[config.mk]
export PLATFORM = sky130hd
export DESIGN_NAME = text_console_cursor_line_editor_flat
export DESIGN_NICKNAME = d
export VERILOG_FILES = /design/src/tcle_pkg.sv /design/src/tcle_if.sv /design/src/tcle_cursor.sv /design/src/text_console_cursor_line_editor.sv /design/src/flat_wrapper.sv
export SDC_FILE = /design/constraint.sdc
export NUM_CORES = 1
export LEC_CHECK = 0
export BUFFER_PORTS_ARGS = -buffer_cell sky130_fd_sc_hd__clkbuf_2
export CELL_PAD_IN_SITES_DETAIL_PLACEMENT = 0
export CELL_PAD_IN_SITES_GLOBAL_PLACEMENT = 1
export CORE_UTILIZATION = 44
export DETAILED_ROUTE_END_ITERATION = 10
export PLACE_DENSITY = 0.81
export SYNTH_ARGS = -nofsm -noshare
export SYNTH_HDL_FRONTEND = slang
export SYNTH_HIERARCHICAL = 1
export SYNTH_SLANG_ARGS = --single-unit
[constraint.sdc]
create_clock -name clk -period 3 [get_ports clk]
set_clock_uncertainty 0.05 [all_clocks]
set_input_delay 0.45 -clock clk [delete_from_list [all_inputs] [get_ports clk]]
set_output_delay 0.45 -clock clk [all_outputs]
set_load 0.01 [all_outputs]
[src/tcle_pkg.sv]
package tcle_pkg;

  // result kinds
  localparam logic [1:0] KIND_CELL   = 2'd0;
  localparam logic [1:0] KIND_SCROLL = 2'd1;
  localparam logic [1:0] KIND_LINE   = 2'd2;

  // character codes
  localparam logic [7:0] CH_BS     = 8'h08;
  localparam logic [7:0] CH_NL     = 8'h0A;
  localparam logic [7:0] CH_CR     = 8'h0D;
  localparam logic [7:0] CH_SPACE  = 8'h20;
  localparam logic [7:0] KEY_LIMIT = 8'h80;

  // register indexes (paddr[3:2])
  localparam logic [1:0] REG_GLYPH = 2'd0;
  localparam logic [1:0] REG_INK   = 2'd1;
  localparam logic [1:0] REG_PAPER = 2'd2;

  localparam logic [7:0] GLYPH_RST = 8'd95;
  localparam logic       INK_RST   = 1'b1;
  localparam logic       PAPER_RST = 1'b0;

  typedef enum logic [3:0] {
    CUR_ADV  = 4'b0001,
    CUR_NL   = 4'b0010,
    CUR_CR   = 4'b0100,
    CUR_BACK = 4'b1000
  } cur_op_t;

  typedef struct packed {
    cur_op_t    op;
    logic [5:0] col;
    logic [3:0] row;
  } cur_req_t;

  typedef struct packed {
    logic [5:0] col;
    logic [3:0] row;
    logic       scroll;
  } cur_res_t;

  typedef struct packed {
    logic [1:0] kind;
    logic [5:0] cell_col;
    logic [3:0] cell_row;
    logic [7:0] glyph;
    logic       fore;
    logic       back;
    logic       last;
  } result_t;

endpackage

[src/tcle_if.sv]
interface tcle_in_if;
  logic       valid;
  logic       ready;
  logic       req_type;
  logic [7:0] char_code;
  logic       end_of_string;

  modport source (output valid, req_type, char_code, end_of_string, input ready);
  modport sink   (input valid, req_type, char_code, end_of_string, output ready);
endinterface

interface tcle_out_if;
  logic       valid;
  logic       ready;
  logic [1:0] kind;
  logic [5:0] cell_col;
  logic [3:0] cell_row;
  logic [7:0] glyph;
  logic       fore;
  logic       back;
  logic       last;

  modport source (output valid, kind, cell_col, cell_row, glyph, fore, back, last,
                  input ready);
  modport sink   (input valid, kind, cell_col, cell_row, glyph, fore, back, last,
                  output ready);
endinterface

[src/tcle_cursor.sv]
// Cursor step unit: advance, newline, return or step back, with wrap and
// scroll detect. Shared by the print and backspace paths.
module tcle_cursor #(
  parameter int COLS = 21,
  parameter int ROWS = 8
) (
  input  tcle_pkg::cur_req_t req,
  output tcle_pkg::cur_res_t res
);

  localparam logic [6:0] COLS_W  = 7'(COLS);
  localparam logic [5:0] COLS_M1 = 6'(COLS - 1);
  localparam logic [4:0] ROWS_W  = 5'(ROWS);
  localparam logic [3:0] ROWS_M1 = 4'(ROWS - 1);

  logic [6:0] col_inc;
  logic [4:0] row_inc;
  logic [4:0] row_w;
  logic [5:0] col_w;

  always_comb begin
    col_inc = {1'b0, req.col} + 7'd1;
    row_inc = {1'b0, req.row} + 5'd1;
    col_w   = req.col;
    row_w   = {1'b0, req.row};
    case (req.op)
      tcle_pkg::CUR_ADV: begin
        if (col_inc >= COLS_W) begin
          col_w = '0;
          row_w = row_inc;
        end else begin
          col_w = col_inc[5:0];
        end
      end
      tcle_pkg::CUR_NL: begin
        col_w = '0;
        row_w = row_inc;
      end
      tcle_pkg::CUR_CR: begin
        col_w = '0;
      end
      tcle_pkg::CUR_BACK: begin
        if (req.col == 6'd0) begin
          col_w = COLS_M1;
          // top row holds
          if (req.row != 4'd0) begin
            row_w = {1'b0, req.row} - 5'd1;
          end
        end else begin
          col_w = req.col - 6'd1;
        end
      end
      default: begin
        col_w = req.col;
      end
    endcase
    res.col    = col_w;
    res.scroll = (row_w >= ROWS_W);
    res.row    = res.scroll ? ROWS_M1 : row_w[3:0];
  end

endmodule

[src/text_console_cursor_line_editor.sv]
// Character-cell console engine. Each input transfer is an output character
// (req_type 0) or a key stroke (req_type 1); results leave one per transfer
// on the out channel: cell writes, scroll-up requests and, after a newline
// key, the completed line bytes, with last set on the final result of an
// item. The block takes one item at a time: in_ch.ready is high only while
// the sequencer is idle. Results per item: an output character 0 to 3, a
// key echo 1 to 3, a backspace key 2, a newline key up to 3 + the line
// length; a carriage return moves the cursor without a cell write. The
// pace is set by the single result register, loaded at most once a cycle,
// and by the line store, a memory read one byte per cycle during the line
// flush while the result register is free. Stalls on out_ch.ready hold
// the sequencer in its state. Items that cause no result (ignored keys,
// backspace on an empty line) finish in the accept cycle. Registers over
// the APB port: 0x0 cursor glyph, 0x4 ink color, 0x8 paper color; write
// only while idle.
module text_console_cursor_line_editor #(
  parameter int COLS       = 21,
  parameter int ROWS       = 8,
  parameter int LINE_DEPTH = 32
) (
  input  logic              clk,
  input  logic              rst_n,
  tcle_in_if.sink           in_ch,
  tcle_out_if.source        out_ch,
  input  logic              cfg_psel,
  input  logic              cfg_penable,
  input  logic              cfg_pwrite,
  input  logic [3:0]        cfg_paddr,
  input  logic [31:0]       cfg_pwdata,
  output logic [31:0]       cfg_prdata,
  output logic              cfg_pready
);

  // line store address and fill widths
  localparam int AW = (LINE_DEPTH > 1) ? $clog2(LINE_DEPTH) : 1;
  localparam int FW = $clog2(LINE_DEPTH + 1);
  localparam logic [FW-1:0] DEPTH_F = FW'(LINE_DEPTH);

  typedef enum logic [5:0] {
    S_IDLE    = 6'b000001,
    S_PRINT   = 6'b000010,  // glyph or blank at cursor, cursor step
    S_SCROLL  = 6'b000100,
    S_CURSOR  = 6'b001000,  // cursor glyph at new position
    S_BSBLANK = 6'b010000,  // backspace: blank and step back
    S_FLUSH   = 6'b100000   // line bytes, one per cycle while the result slot is free
  } state_t;

  state_t            state_r, state_nxt;
  logic [5:0]        col_r, col_nxt;
  logic [3:0]        row_r, row_nxt;
  logic [FW-1:0]     fill_r, fill_nxt;
  logic [FW-1:0]     idx_r, idx_nxt;
  logic [7:0]        code_r, code_nxt;
  logic              end_r, end_nxt;
  logic              flush_r, flush_nxt;

  logic [7:0]        glyph_r;
  logic              ink_r;
  logic              paper_r;

  logic              out_valid_r;
  tcle_pkg::result_t out_r, res;
  logic              emit;
  logic              slot_free;
  logic              wr_en;

  logic [7:0]        mem [LINE_DEPTH];
  logic [7:0]        rd_data_r;

  tcle_pkg::cur_req_t cur_req;
  tcle_pkg::cur_res_t cur_res;

  logic              cfg_wr;

  // ---------------------------------------------------------------------
  // Shared cursor step unit
  // ---------------------------------------------------------------------
  always_comb begin
    cur_req.col = col_r;
    cur_req.row = row_r;
    if (state_r == S_BSBLANK) begin
      cur_req.op = tcle_pkg::CUR_BACK;
    end else if (code_r == tcle_pkg::CH_NL) begin
      cur_req.op = tcle_pkg::CUR_NL;
    end else if (code_r == tcle_pkg::CH_CR) begin
      cur_req.op = tcle_pkg::CUR_CR;
    end else begin
      cur_req.op = tcle_pkg::CUR_ADV;
    end
  end

  tcle_cursor #(
    .COLS (COLS),
    .ROWS (ROWS)
  ) u_cursor (
    .req (cur_req),
    .res (cur_res)
  );

  // ---------------------------------------------------------------------
  // Sequencer
  // ---------------------------------------------------------------------
  assign in_ch.ready = (state_r == S_IDLE);
  // result register can take a new result this cycle
  assign slot_free   = !out_valid_r || out_ch.ready;

  always_comb begin
    state_nxt = state_r;
    col_nxt   = col_r;
    row_nxt   = row_r;
    fill_nxt  = fill_r;
    idx_nxt   = idx_r;
    code_nxt  = code_r;
    end_nxt   = end_r;
    flush_nxt = flush_r;
    emit      = 1'b0;
    wr_en     = 1'b0;
    res       = '0;

    case (state_r)
      S_IDLE: begin
        if (in_ch.valid) begin
          code_nxt  = in_ch.char_code;
          end_nxt   = in_ch.end_of_string;
          flush_nxt = 1'b0;
          idx_nxt   = '0;
          if (!in_ch.req_type) begin
            state_nxt = S_PRINT;
          end else if (in_ch.char_code == tcle_pkg::CH_BS) begin
            // backspace on an empty line does nothing
            if (fill_r != '0) begin
              fill_nxt  = fill_r - 1'b1;
              state_nxt = S_BSBLANK;
            end
          end else if (fill_r < DEPTH_F && in_ch.char_code < tcle_pkg::KEY_LIMIT) begin
            // store and echo as a one-character string
            wr_en     = 1'b1;
            fill_nxt  = fill_r + 1'b1;
            end_nxt   = 1'b1;
            flush_nxt = (in_ch.char_code == tcle_pkg::CH_NL);
            state_nxt = S_PRINT;
          end
        end
      end

      S_PRINT: begin
        // return moves the cursor without a cell write
        if (code_r == tcle_pkg::CH_CR || slot_free) begin
          emit         = (code_r != tcle_pkg::CH_CR);
          res.kind     = tcle_pkg::KIND_CELL;
          res.cell_col = col_r;
          res.cell_row = row_r;
          res.glyph    = (code_r == tcle_pkg::CH_NL) ? tcle_pkg::CH_SPACE : code_r;
          res.fore     = ink_r;
          res.back     = paper_r;
          res.last     = !cur_res.scroll && !end_r && !flush_r;
          col_nxt      = cur_res.col;
          row_nxt      = cur_res.row;
          if (cur_res.scroll) begin
            state_nxt = S_SCROLL;
          end else if (end_r) begin
            state_nxt = S_CURSOR;
          end else if (flush_r) begin
            state_nxt = S_FLUSH;
          end else begin
            state_nxt = S_IDLE;
          end
        end
      end

      S_SCROLL: begin
        if (slot_free) begin
          emit     = 1'b1;
          res.kind = tcle_pkg::KIND_SCROLL;
          res.back = paper_r;
          res.last = !end_r && !flush_r;
          if (end_r) begin
            state_nxt = S_CURSOR;
          end else if (flush_r) begin
            state_nxt = S_FLUSH;
          end else begin
            state_nxt = S_IDLE;
          end
        end
      end

      S_CURSOR: begin
        if (slot_free) begin
          emit         = 1'b1;
          res.kind     = tcle_pkg::KIND_CELL;
          res.cell_col = col_r;
          res.cell_row = row_r;
          res.glyph    = glyph_r;
          res.fore     = ink_r;
          res.back     = paper_r;
          res.last     = !flush_r;
          state_nxt    = flush_r ? S_FLUSH : S_IDLE;
        end
      end

      S_BSBLANK: begin
        if (slot_free) begin
          emit         = 1'b1;
          res.kind     = tcle_pkg::KIND_CELL;
          res.cell_col = col_r;
          res.cell_row = row_r;
          res.glyph    = tcle_pkg::CH_SPACE;
          res.fore     = ink_r;
          res.back     = paper_r;
          res.last     = 1'b0;
          col_nxt      = cur_res.col;
          row_nxt      = cur_res.row;
          flush_nxt    = 1'b0;
          state_nxt    = S_CURSOR;
        end
      end

      S_FLUSH: begin
        if (slot_free) begin
          emit      = 1'b1;
          res.kind  = tcle_pkg::KIND_LINE;
          res.glyph = rd_data_r;
          res.last  = ((idx_r + 1'b1) == fill_r);
          if (res.last) begin
            fill_nxt  = '0;
            idx_nxt   = '0;
            state_nxt = S_IDLE;
          end else begin
            idx_nxt = idx_r + 1'b1;
          end
        end
      end

      default: begin
        state_nxt = S_IDLE;
      end
    endcase
  end

  always_ff @(posedge clk) begin
    if (!rst_n) begin
      state_r     <= S_IDLE;
      col_r       <= '0;
      row_r       <= '0;
      fill_r      <= '0;
      idx_r       <= '0;
      end_r       <= 1'b0;
      flush_r     <= 1'b0;
      out_valid_r <= 1'b0;
    end else begin
      state_r <= state_nxt;
      col_r   <= col_nxt;
      row_r   <= row_nxt;
      fill_r  <= fill_nxt;
      idx_r   <= idx_nxt;
      end_r   <= end_nxt;
      flush_r <= flush_nxt;
      if (emit) begin
        out_valid_r <= 1'b1;
      end else if (out_ch.ready) begin
        out_valid_r <= 1'b0;
      end
    end
  end

  // payload registers, no reset
  always_ff @(posedge clk) begin
    code_r <= code_nxt;
    if (emit) begin
      out_r <= res;
    end
  end

  // ---------------------------------------------------------------------
  // Line store: one write port at the fill point, one registered read
  // port that runs one entry ahead of the flush index.
  // ---------------------------------------------------------------------
  always_ff @(posedge clk) begin
    if (wr_en) begin
      mem[fill_r[AW-1:0]] <= in_ch.char_code;
    end
    rd_data_r <= mem[idx_nxt[AW-1:0]];
  end

  // ---------------------------------------------------------------------
  // Result channel
  // ---------------------------------------------------------------------
  assign out_ch.valid    = out_valid_r;
  assign out_ch.kind     = out_r.kind;
  assign out_ch.cell_col = out_r.cell_col;
  assign out_ch.cell_row = out_r.cell_row;
  assign out_ch.glyph    = out_r.glyph;
  assign out_ch.fore     = out_r.fore;
  assign out_ch.back     = out_r.back;
  assign out_ch.last     = out_r.last;

  // ---------------------------------------------------------------------
  // Configuration registers
  // ---------------------------------------------------------------------
  assign cfg_pready = 1'b1;
  assign cfg_wr     = cfg_psel && cfg_penable && cfg_pwrite;

  always_ff @(posedge clk) begin
    if (!rst_n) begin
      glyph_r <= tcle_pkg::GLYPH_RST;
      ink_r   <= tcle_pkg::INK_RST;
      paper_r <= tcle_pkg::PAPER_RST;
    end else if (cfg_wr) begin
      case (cfg_paddr[3:2])
        tcle_pkg::REG_GLYPH: glyph_r <= cfg_pwdata[7:0];
        tcle_pkg::REG_INK:   ink_r   <= cfg_pwdata[0];
        tcle_pkg::REG_PAPER: paper_r <= cfg_pwdata[0];
        default: begin
          glyph_r <= glyph_r;
        end
      endcase
    end
  end

  always_comb begin
    case (cfg_paddr[3:2])
      tcle_pkg::REG_GLYPH: cfg_prdata = {24'd0, glyph_r};
      tcle_pkg::REG_INK:   cfg_prdata = {31'd0, ink_r};
      tcle_pkg::REG_PAPER: cfg_prdata = {31'd0, paper_r};
      default:             cfg_prdata = 32'd0;
    endcase
  end

endmodule

[src/flat_wrapper.sv]
// flat-port wrapper written by rule: the top's interface ports become plain ports
module text_console_cursor_line_editor_flat 
#(
  parameter int COLS       = 21,
  parameter int ROWS       = 8,
  parameter int LINE_DEPTH = 32
)
  (clk, rst_n, cfg_psel, cfg_penable, cfg_pwrite, cfg_paddr, cfg_pwdata, cfg_prdata, cfg_pready, in_ch_valid, in_ch_req_type, in_ch_char_code, in_ch_end_of_string, in_ch_ready, out_ch_valid, out_ch_kind, out_ch_cell_col, out_ch_cell_row, out_ch_glyph, out_ch_fore, out_ch_back, out_ch_last, out_ch_ready);
  tcle_in_if in_ch_i ();
  tcle_out_if out_ch_i ();
  input  logic clk;
  input  logic rst_n;
  input  logic cfg_psel;
  input  logic cfg_penable;
  input  logic cfg_pwrite;
  input  logic [3:0] cfg_paddr;
  input  logic [31:0] cfg_pwdata;
  output logic [31:0] cfg_prdata;
  output logic cfg_pready;
  input wire logic [$bits(in_ch_i.valid)-1:0] in_ch_valid;
  input wire logic [$bits(in_ch_i.req_type)-1:0] in_ch_req_type;
  input wire logic [$bits(in_ch_i.char_code)-1:0] in_ch_char_code;
  input wire logic [$bits(in_ch_i.end_of_string)-1:0] in_ch_end_of_string;
  output wire logic [$bits(in_ch_i.ready)-1:0] in_ch_ready;
  output wire logic [$bits(out_ch_i.valid)-1:0] out_ch_valid;
  output wire logic [$bits(out_ch_i.kind)-1:0] out_ch_kind;
  output wire logic [$bits(out_ch_i.cell_col)-1:0] out_ch_cell_col;
  output wire logic [$bits(out_ch_i.cell_row)-1:0] out_ch_cell_row;
  output wire logic [$bits(out_ch_i.glyph)-1:0] out_ch_glyph;
  output wire logic [$bits(out_ch_i.fore)-1:0] out_ch_fore;
  output wire logic [$bits(out_ch_i.back)-1:0] out_ch_back;
  output wire logic [$bits(out_ch_i.last)-1:0] out_ch_last;
  input wire logic [$bits(out_ch_i.ready)-1:0] out_ch_ready;
  assign in_ch_i.valid = in_ch_valid;
  assign in_ch_i.req_type = in_ch_req_type;
  assign in_ch_i.char_code = in_ch_char_code;
  assign in_ch_i.end_of_string = in_ch_end_of_string;
  assign in_ch_ready = in_ch_i.ready;
  assign out_ch_valid = out_ch_i.valid;
  assign out_ch_kind = out_ch_i.kind;
  assign out_ch_cell_col = out_ch_i.cell_col;
  assign out_ch_cell_row = out_ch_i.cell_row;
  assign out_ch_glyph = out_ch_i.glyph;
  assign out_ch_fore = out_ch_i.fore;
  assign out_ch_back = out_ch_i.back;
  assign out_ch_last = out_ch_i.last;
  assign out_ch_i.ready = out_ch_ready;
  text_console_cursor_line_editor #(.COLS(COLS), .ROWS(ROWS), .LINE_DEPTH(LINE_DEPTH)) u_core (.clk(clk), .rst_n(rst_n), .in_ch(in_ch_i), .out_ch(out_ch_i), .cfg_psel(cfg_psel), .cfg_penable(cfg_penable), .cfg_pwrite(cfg_pwrite), .cfg_paddr(cfg_paddr), .cfg_pwdata(cfg_pwdata), .cfg_prdata(cfg_prdata), .cfg_pready(cfg_pready));
endmodule
==> flow_summary.toml, run 1 <==
[status]
status = "finished, violations left"
violations = "setup timing"

[setup_path]
timing.critical_path.cells = "nor4_2, nand2_1, nor4b_4, and2_4, buf_4, nor3b_2, buf_4, nand2b_1, o21ai_2, a221oi_4, nand2_2, o21a_1, o21a_1, nor2b_1, mux2i_1, nor2_1"
r2r_cells = 16
master_of_the_slowest_instance_on_the_critical_path = "edfxtp_1"
critical_path_peak_fanout = 3
criticalPathCategory = "reg -> reg"
data_required_critical_path_ps = 3420
ff2ff_setup_slack_ps = -80
crit-reg2reg-launch = "u_core/code_r[6]"
critical_path.max_stage_delay_ps = 400
start_kind = "register"
reg2reg_to = "u_core/state_r[5]"
launching_element_of_the_worst_setup_path = "u_core/code_r[6]"
cp_data_arrival_time_ps = 3510
critical_path.endpoint_type = "register"

[logic_synthesis]
ys_types = 84
syn-mean-instance-area_um2 = 10.7
async_flop_share_pct = 0
post_synth_instance_area_um2 = 17500
synth_seq_cells = 336
netlist_instances = 1638
post-synth-top-area-fraction_pct = 49.3
yosysSeqAreaShare_pct = 55.0
post-synth-top-count-cell = "edfxtp_1"
synth_area_leader_cell = "edfxtp_1"
synth.yosys.warnings = 6
netlist_top_cells_count = "287 x edfxtp_1, 175 x nand2_1, 147 x nor2_1, 137 x and3_1, 101 x clkbuf_1"
primary_flip_flop_cell_chosen_by_synthesis_mapping = "edfxtp_1"
post_synth_edffs = 287
synth_area_leaders = "edfxtp_1 49%, dfxtp_1 5.6%, and3_1 4.9%"

[global_route]
global_route_wire_length_before_repair_mm = 73.4
grt_pass1_vias = 12869
number_of_antenna_violations_at_the_first_check_in_global_routing = 1
track_usage_pct = 23.4
grt_max_degree = 76
grt_remaining_overflow = 0

[hold_path]
min_to = "u_core/glyph_r[4]"
hold_class = "in -> reg"
hp-start = "cfg_pwdata[4]"
timing.hold.worst_path_depth = 3

[drt]
avgRoutedWirePerCell_um = 21.6
drtPass1Iterations = 6
dr_wl_met2_mm = 23.9
residual_drc_count = 0
route.vias.total = 13832
drt-initial-drc-count = 1290
vias_per_cell = 6.01
drt_wl_total_mm = 49.7
m1WireLength_mm = 20.3
highest_layer = "met4"
wl_met3_mm = 3.76
postRouteAntennaNets = 0

[clock_tree]
cts.hold.buffers_added = 0
clock_sink_total = 336
h-tree-depth = 2
cts-root-buf = "clkbuf_16"
worst_setup_hold_path_clk_slew_ps = 60
clk_latency_ps = 550
number_of_buffers_on_the_longest_clock_path = 3
clock_tree_from_tritoncts = "done"
cts_buffers = 38

[flow_run]
maxCapViolations = 0

[pwr]
power_switching_share_pct = 25.3
power_frac_comb_pct = 12.3
power_report.internal_total_uw = 8320
p_leak_uw = 0.00802
cellPowerDensity_nw_per_um2 = 532
max-vdd-ir-drop_uv = 454
pwr-share-seq_pct = 47.2
power_switching_uw = 2820
clk_pwr_share_pct = 40.5

[final_layout]
area.sequential_um2 = 9600
n_fill_cell = 3371
layout_area_overhead_pct = 20.0
finish.utilization_pct = 53.8
area_used_by_multi_input_combinational_logic_um2 = 7550
diodes = 0
num-nets-final = 1820
layout-drive-gt1-share_pct = 20.6

[sta]
max-slew-margin-rel_pct = 29.6
timing.final.ws_setup_ps = -80.2
tightestPinTransition_ps = 1060
fmax_mhz = 325
drv_slew = 0
finalWorstPathRequiredPeriod_ps = 3080
report.final.setup_viol = 4
final_clock_period_utilization_by_the_worst_path_pct = 103
hold_violations = 0
rsz_0062_raised_after_global_routing = "true"

[die]
initial_utilization_pct = 44.9
ios = 111
floorplan.die_area_um2 = 40500
dieWidth_um = 201
num_rows = 72
core-area_um2 = 38900
die_h_um = 201

[place]
detailed_placement_wirelength_estimate_mm = 30.8
port-buffer-count = 59
place.gp.congestion = 0.912
dp_slack_ps = -149
==> final cells by class <==
type / count / share of cell area, %
multi-input cells: 1134 / 36.0
clock inverters: 24 / 0.985
inverters: 29 / 0.520
clock buffers: 44 / 4.75
well taps: 518 / 3.09
repair buffers: 217 / 8.80
flip-flops and latches: 336 / 45.8
==> cell usage in the layout, fill, tap and decap left out, drive strengths merged, types with 8 or more instances in the layout <==
cell type    n
and4         8
and3       138
nor4        68
and2        74
ha          10
nand3b       8
edfxtp     287
dfxtp       49
buf        153
nand2      177
conb        26
nor3        11
inv         31
nor2b       19
nand2b      13
a221oi      64
xnor2       11
nand3       25
mux2i       22
a21oi       30
o21ai       25
nor3b        8
o32ai       61
clkbuf     108
a22oi       32
clkinv      17
a21boi      66
nor2       150
==> per-stage QoR <==
step	instance area, µm²	power, µW	setup TNS [ps]	instances	hold slack (ps)
2_1_floorplan	17600	6080	0	1661	386
3_3_place_gp	19100	6650	-1700	2211	393
3_5_place_dp	19100	6670	-2060	2211	398
4_1_cts	20400	11200	-15.4	2281	60.0
5_1_grt	21000	11500	-1310	2302	79.7
6_report	21000	11100	-204	2302	75.5
==> flip-flops by register name, summed over array words and instances (netlist names), 2 cells and up <==
signal and count:
u_core/out_ch.cell_col 6, u_core/glyph_r 8, u_core/out_ch.glyph 8, u_core/code_r 8, u_core/mem 256, u_core/idx_r 6, u_core/out_ch.cell_row 4, u_core/row_r 4
u_core/state_r 6, u_core/out_ch.kind 2, u_core/fill_r 6, u_core/col_r 6, u_core/rd_data_r 8
==> worst max path at each step <==
stage,endpoint,slack (ps)
after global placement,u_core/state_r[5],-150
after global routing,u_core/state_r[5],-310
after floorplan,u_core/state_r[0],8
final,u_core/state_r[5],-80
after detailed placement,u_core/state_r[0],-150
after CTS,u_core/state_r[5],-20
==> timing repair <==
action                                 in CTS  in global routing
pin swaps                                   3                 19
cloned                                      0                  5
endpoints found under the hold margin       0                  0
buffers inserted                            2                 16
resized for setup                          15                 57
setup endpoints to repair                   8                 77
==> critical path: cells and delay by family, from the launching register on <==
kind / cells / cell delay (ps)
AND/OR/NAND/NOR: 9 / 1420
AO/OA/AOI/OAI: 4 / 790
flip-flops: 1 / 400
buffers and inverters: 2 / 270
multiplexers: 1 / 70
==> power by group through the flow <==
stage	Combinational, µW	Sequential [µW]	Clock [µW]
final	1370	5260	4520
after global routing	1460	5270	4740
after floorplan	723	5360	0
after CTS	1330	5260	4570
after detailed placement	1320	5350	0
after global placement	1300	5350	0
==> layer usage <==
layer / up-vias / GRT usage (%)
met5: - / 0
met4: 0 / 9.36
met3: 108 / 4.31
met2: 528 / 38.8
met1: 6791 / 30.4
li1: 6405 / -
==> cell families after synthesis <==
| kind of cell | count (synthesis) | synth area share (%) |
|---|---|---|
| AOI/OAI and AO/OA | 338 | 15.3 |
| xor gates and xnor gates | 17 | 0.853 |
| adders and majority gates | 11 | 0.831 |
| buffers and inverters | 191 | 4.99 |
| DFF | 336 | 55.0 |
| muxes | 23 | 1.35 |
| other | 3 | 0.0645 |
| and+or+nand+nor | 719 | 21.6 |
(Power assumes the default switching activity.)
==> run 2: changes to the inputs <==
--- a/config.mk
+++ b/config.mk
@@ -10,7 +10,9 @@
 export CELL_PAD_IN_SITES_GLOBAL_PLACEMENT = 1
 export CORE_UTILIZATION = 44
 export DETAILED_ROUTE_END_ITERATION = 10
+export HOLD_SLACK_MARGIN = 0.1
 export PLACE_DENSITY = 0.81
+export SETUP_SLACK_MARGIN = 0.2
 export SYNTH_ARGS = -nofsm -noshare
 export SYNTH_HDL_FRONTEND = slang
 export SYNTH_HIERARCHICAL = 1
==> run 2 against run 1 <==
The run still ends with setup timing left. First-iteration DRC count is 5.3% higher. Wire length is 7.2% higher. Clock-buffer cell count is 6 higher. Final cell count is 1.8% higher. Utilization is 4.0 points higher. Critical endpoint is now u_core/out_ch.last.
==> flow_summary.toml, run 2 (synthesized netlist as in run 1, its figures left out) <==
[drt]
postRouteAntennaNets = 0
residual_drc_count = 0
drt-initial-drc-count = 1359
avgRoutedWirePerCell_um = 22.8
drt_wl_total_mm = 53.3
route.vias.total = 14329
drtPass1Iterations = 8
vias_per_cell = 6.12

[sta]
final_clock_period_utilization_by_the_worst_path_pct = 100
report.final.setup_viol = 1
fmax_mhz = 332
finalWorstPathRequiredPeriod_ps = 3010
tightestPinTransition_ps = 923
max-slew-margin-rel_pct = 38.2
hold_violations = 0
timing.final.ws_setup_ps = -8.90
drv_slew = 0
rsz_0062_raised_after_global_routing = "true"

[clock_tree]
cts_buffers = 39
clock_tree_from_tritoncts = "done"
number_of_buffers_on_the_longest_clock_path = 3
clk_latency_ps = 560
worst_setup_hold_path_clk_slew_ps = 60
cts-root-buf = "clkbuf_16"
clock_sink_total = 336
h-tree-depth = 2

[global_route]
grt_pass1_vias = 13379
number_of_antenna_violations_at_the_first_check_in_global_routing = 0
track_usage_pct = 24.3
grt_max_degree = 65
grt_remaining_overflow = 0
global_route_wire_length_before_repair_mm = 76.2

[final_layout]
layout_area_overhead_pct = 28.9
layout-drive-gt1-share_pct = 27.8
layout_commonest_cell = "edfxtp_1"
post_layout_nonfiller_instances = 2343
n_fill_cell = 3111
final_design_area_excluding_fillers_um2 = 22500
diodes = 0
final_cell_mix = "287 x edfxtp_1, 169 x nand2_1, 129 x buf_4, 127 x nor2_1, 123 x and3_1"
largest_register_ff_count = 256
num-nets-final = 1858

[setup_path]
criticalPathCategory = "reg -> reg"
data_required_critical_path_ps = 3340
critical_path_peak_fanout = 3
critical_path.endpoint_type = "register"
start_kind = "register"
cp_data_arrival_time_ps = 3350

[flow_run]
maxCapViolations = 0

[place]
port-buffer-count = 59
placed_instances = 2216
postPlaceCellArea_um2 = 19100
detailed_placement_wirelength_estimate_mm = 31.5
place.gp.congestion = 0.906

[pwr]
p_leak_uw = 0.00850
pwr-share-seq_pct = 45.5
power_frac_comb_pct = 12.7
power_switching_share_pct = 25.7
clk_pwr_share_pct = 41.8
finalPower_uw = 11600
cellPowerDensity_nw_per_um2 = 513
power_switching_uw = 2970
max-vdd-ir-drop_uv = 485
power_report.internal_total_uw = 8590

[die]
core-area_um2 = 38900
dieWidth_um = 201
initial_utilization_pct = 44.9
die_h_um = 201
floorplan.die_area_um2 = 40500
ios = 111
num_rows = 72

[status]
violations = "setup timing"
status = "finished, violations left"

[hold_path]
hold_class = "in -> reg"
-- run 2: area by class of cell --
type / instances / area [µm²] / area share, %
flip-flops and latches: 336 / 9610 / 42.7
multi-input cells: 1134 / 8410 / 37.4
repair buffers: 254 / 2430 / 10.8
clock buffers: 50 / 1070 / 4.75
well taps: 518 / 648 / 2.88
clock inverters: 22 / 230 / 1.02
inverters: 29 / 109 / 0.484
-- run 2: critical path, cell delays in order, from the launching register on --
cell	delay, ps
edfxtp_1	400
nor4_2	310
nand2_2	130
nor4b_4	290
and2_4	220
xor2_2	170
a21oi_2	70
nor2_2	150
o21ai_2	90
a221oi_4	320
nand2_2	110
nand2b_1	160
a21oi_2	140
nor2_1	60
o22ai_1	200
-- run 2: repair_timing --
| action | CTS | global route |
|---|---|---|
| hold endpoints to repair | 6 | 0 |
| gates cloned | 3 | 10 |
| hold buffers | 6 | 0 |
| pin swaps | 26 | 77 |
| buffers inserted | 14 | 22 |
| resized for setup | 95 | 173 |
| setup endpoints to repair | 109 | 197 |
-- run 2: metrics by stage --
stage	util (%)	TNS (ps)	worst slack, ps	hold WS [ps]
after floorplan	-	0	17.9	386
after global placement	49.1	-2430	-134	393
after detailed placement	49.1	-4860	-222	397
after CTS	54.4	-234	-79.3	104
after global routing	57.8	-1660	-232	123
final	57.8	-8.90	-8.90	117
-- run 2: per-layer routing --
| metal | track usage (%) | share of wire, % | vias up |
|---|---|---|---|
| met1 | 32.7 | 41 | 7077 |
| met5 | 0 | 0 | - |
| li1 | - | - | 6482 |
| met4 | 9.60 | 3.3 | 0 |
| met2 | 39.5 | 47 | 660 |
| met3 | 3.84 | 8.6 | 110 |
-- run 2: power groups by stage --
stage	Combinational (µW)	Sequential, µW	Clock, µW
6_report	1470	5260	4830
2_1_floorplan	723	5360	0
3_3_place_gp	1280	5340	0
3_5_place_dp	1300	5350	0
4_1_cts	1360	5250	4870
5_1_grt	1540	5270	5070
-- run 2: path summary, 6_finish.rpt --
check	startpoint	endpoint	slack [ps]	depth (start not counted)
hold reg to reg	u_core/glyph_r[5]	u_core/glyph_r[5]	420	2
hold / removal	cfg_pwdata[7]	u_core/glyph_r[7]	120	3
setup / recovery	u_core/code_r[4]	u_core/out_ch.last	-9	14
setup reg to reg	u_core/code_r[4]	u_core/out_ch.last	-9	14
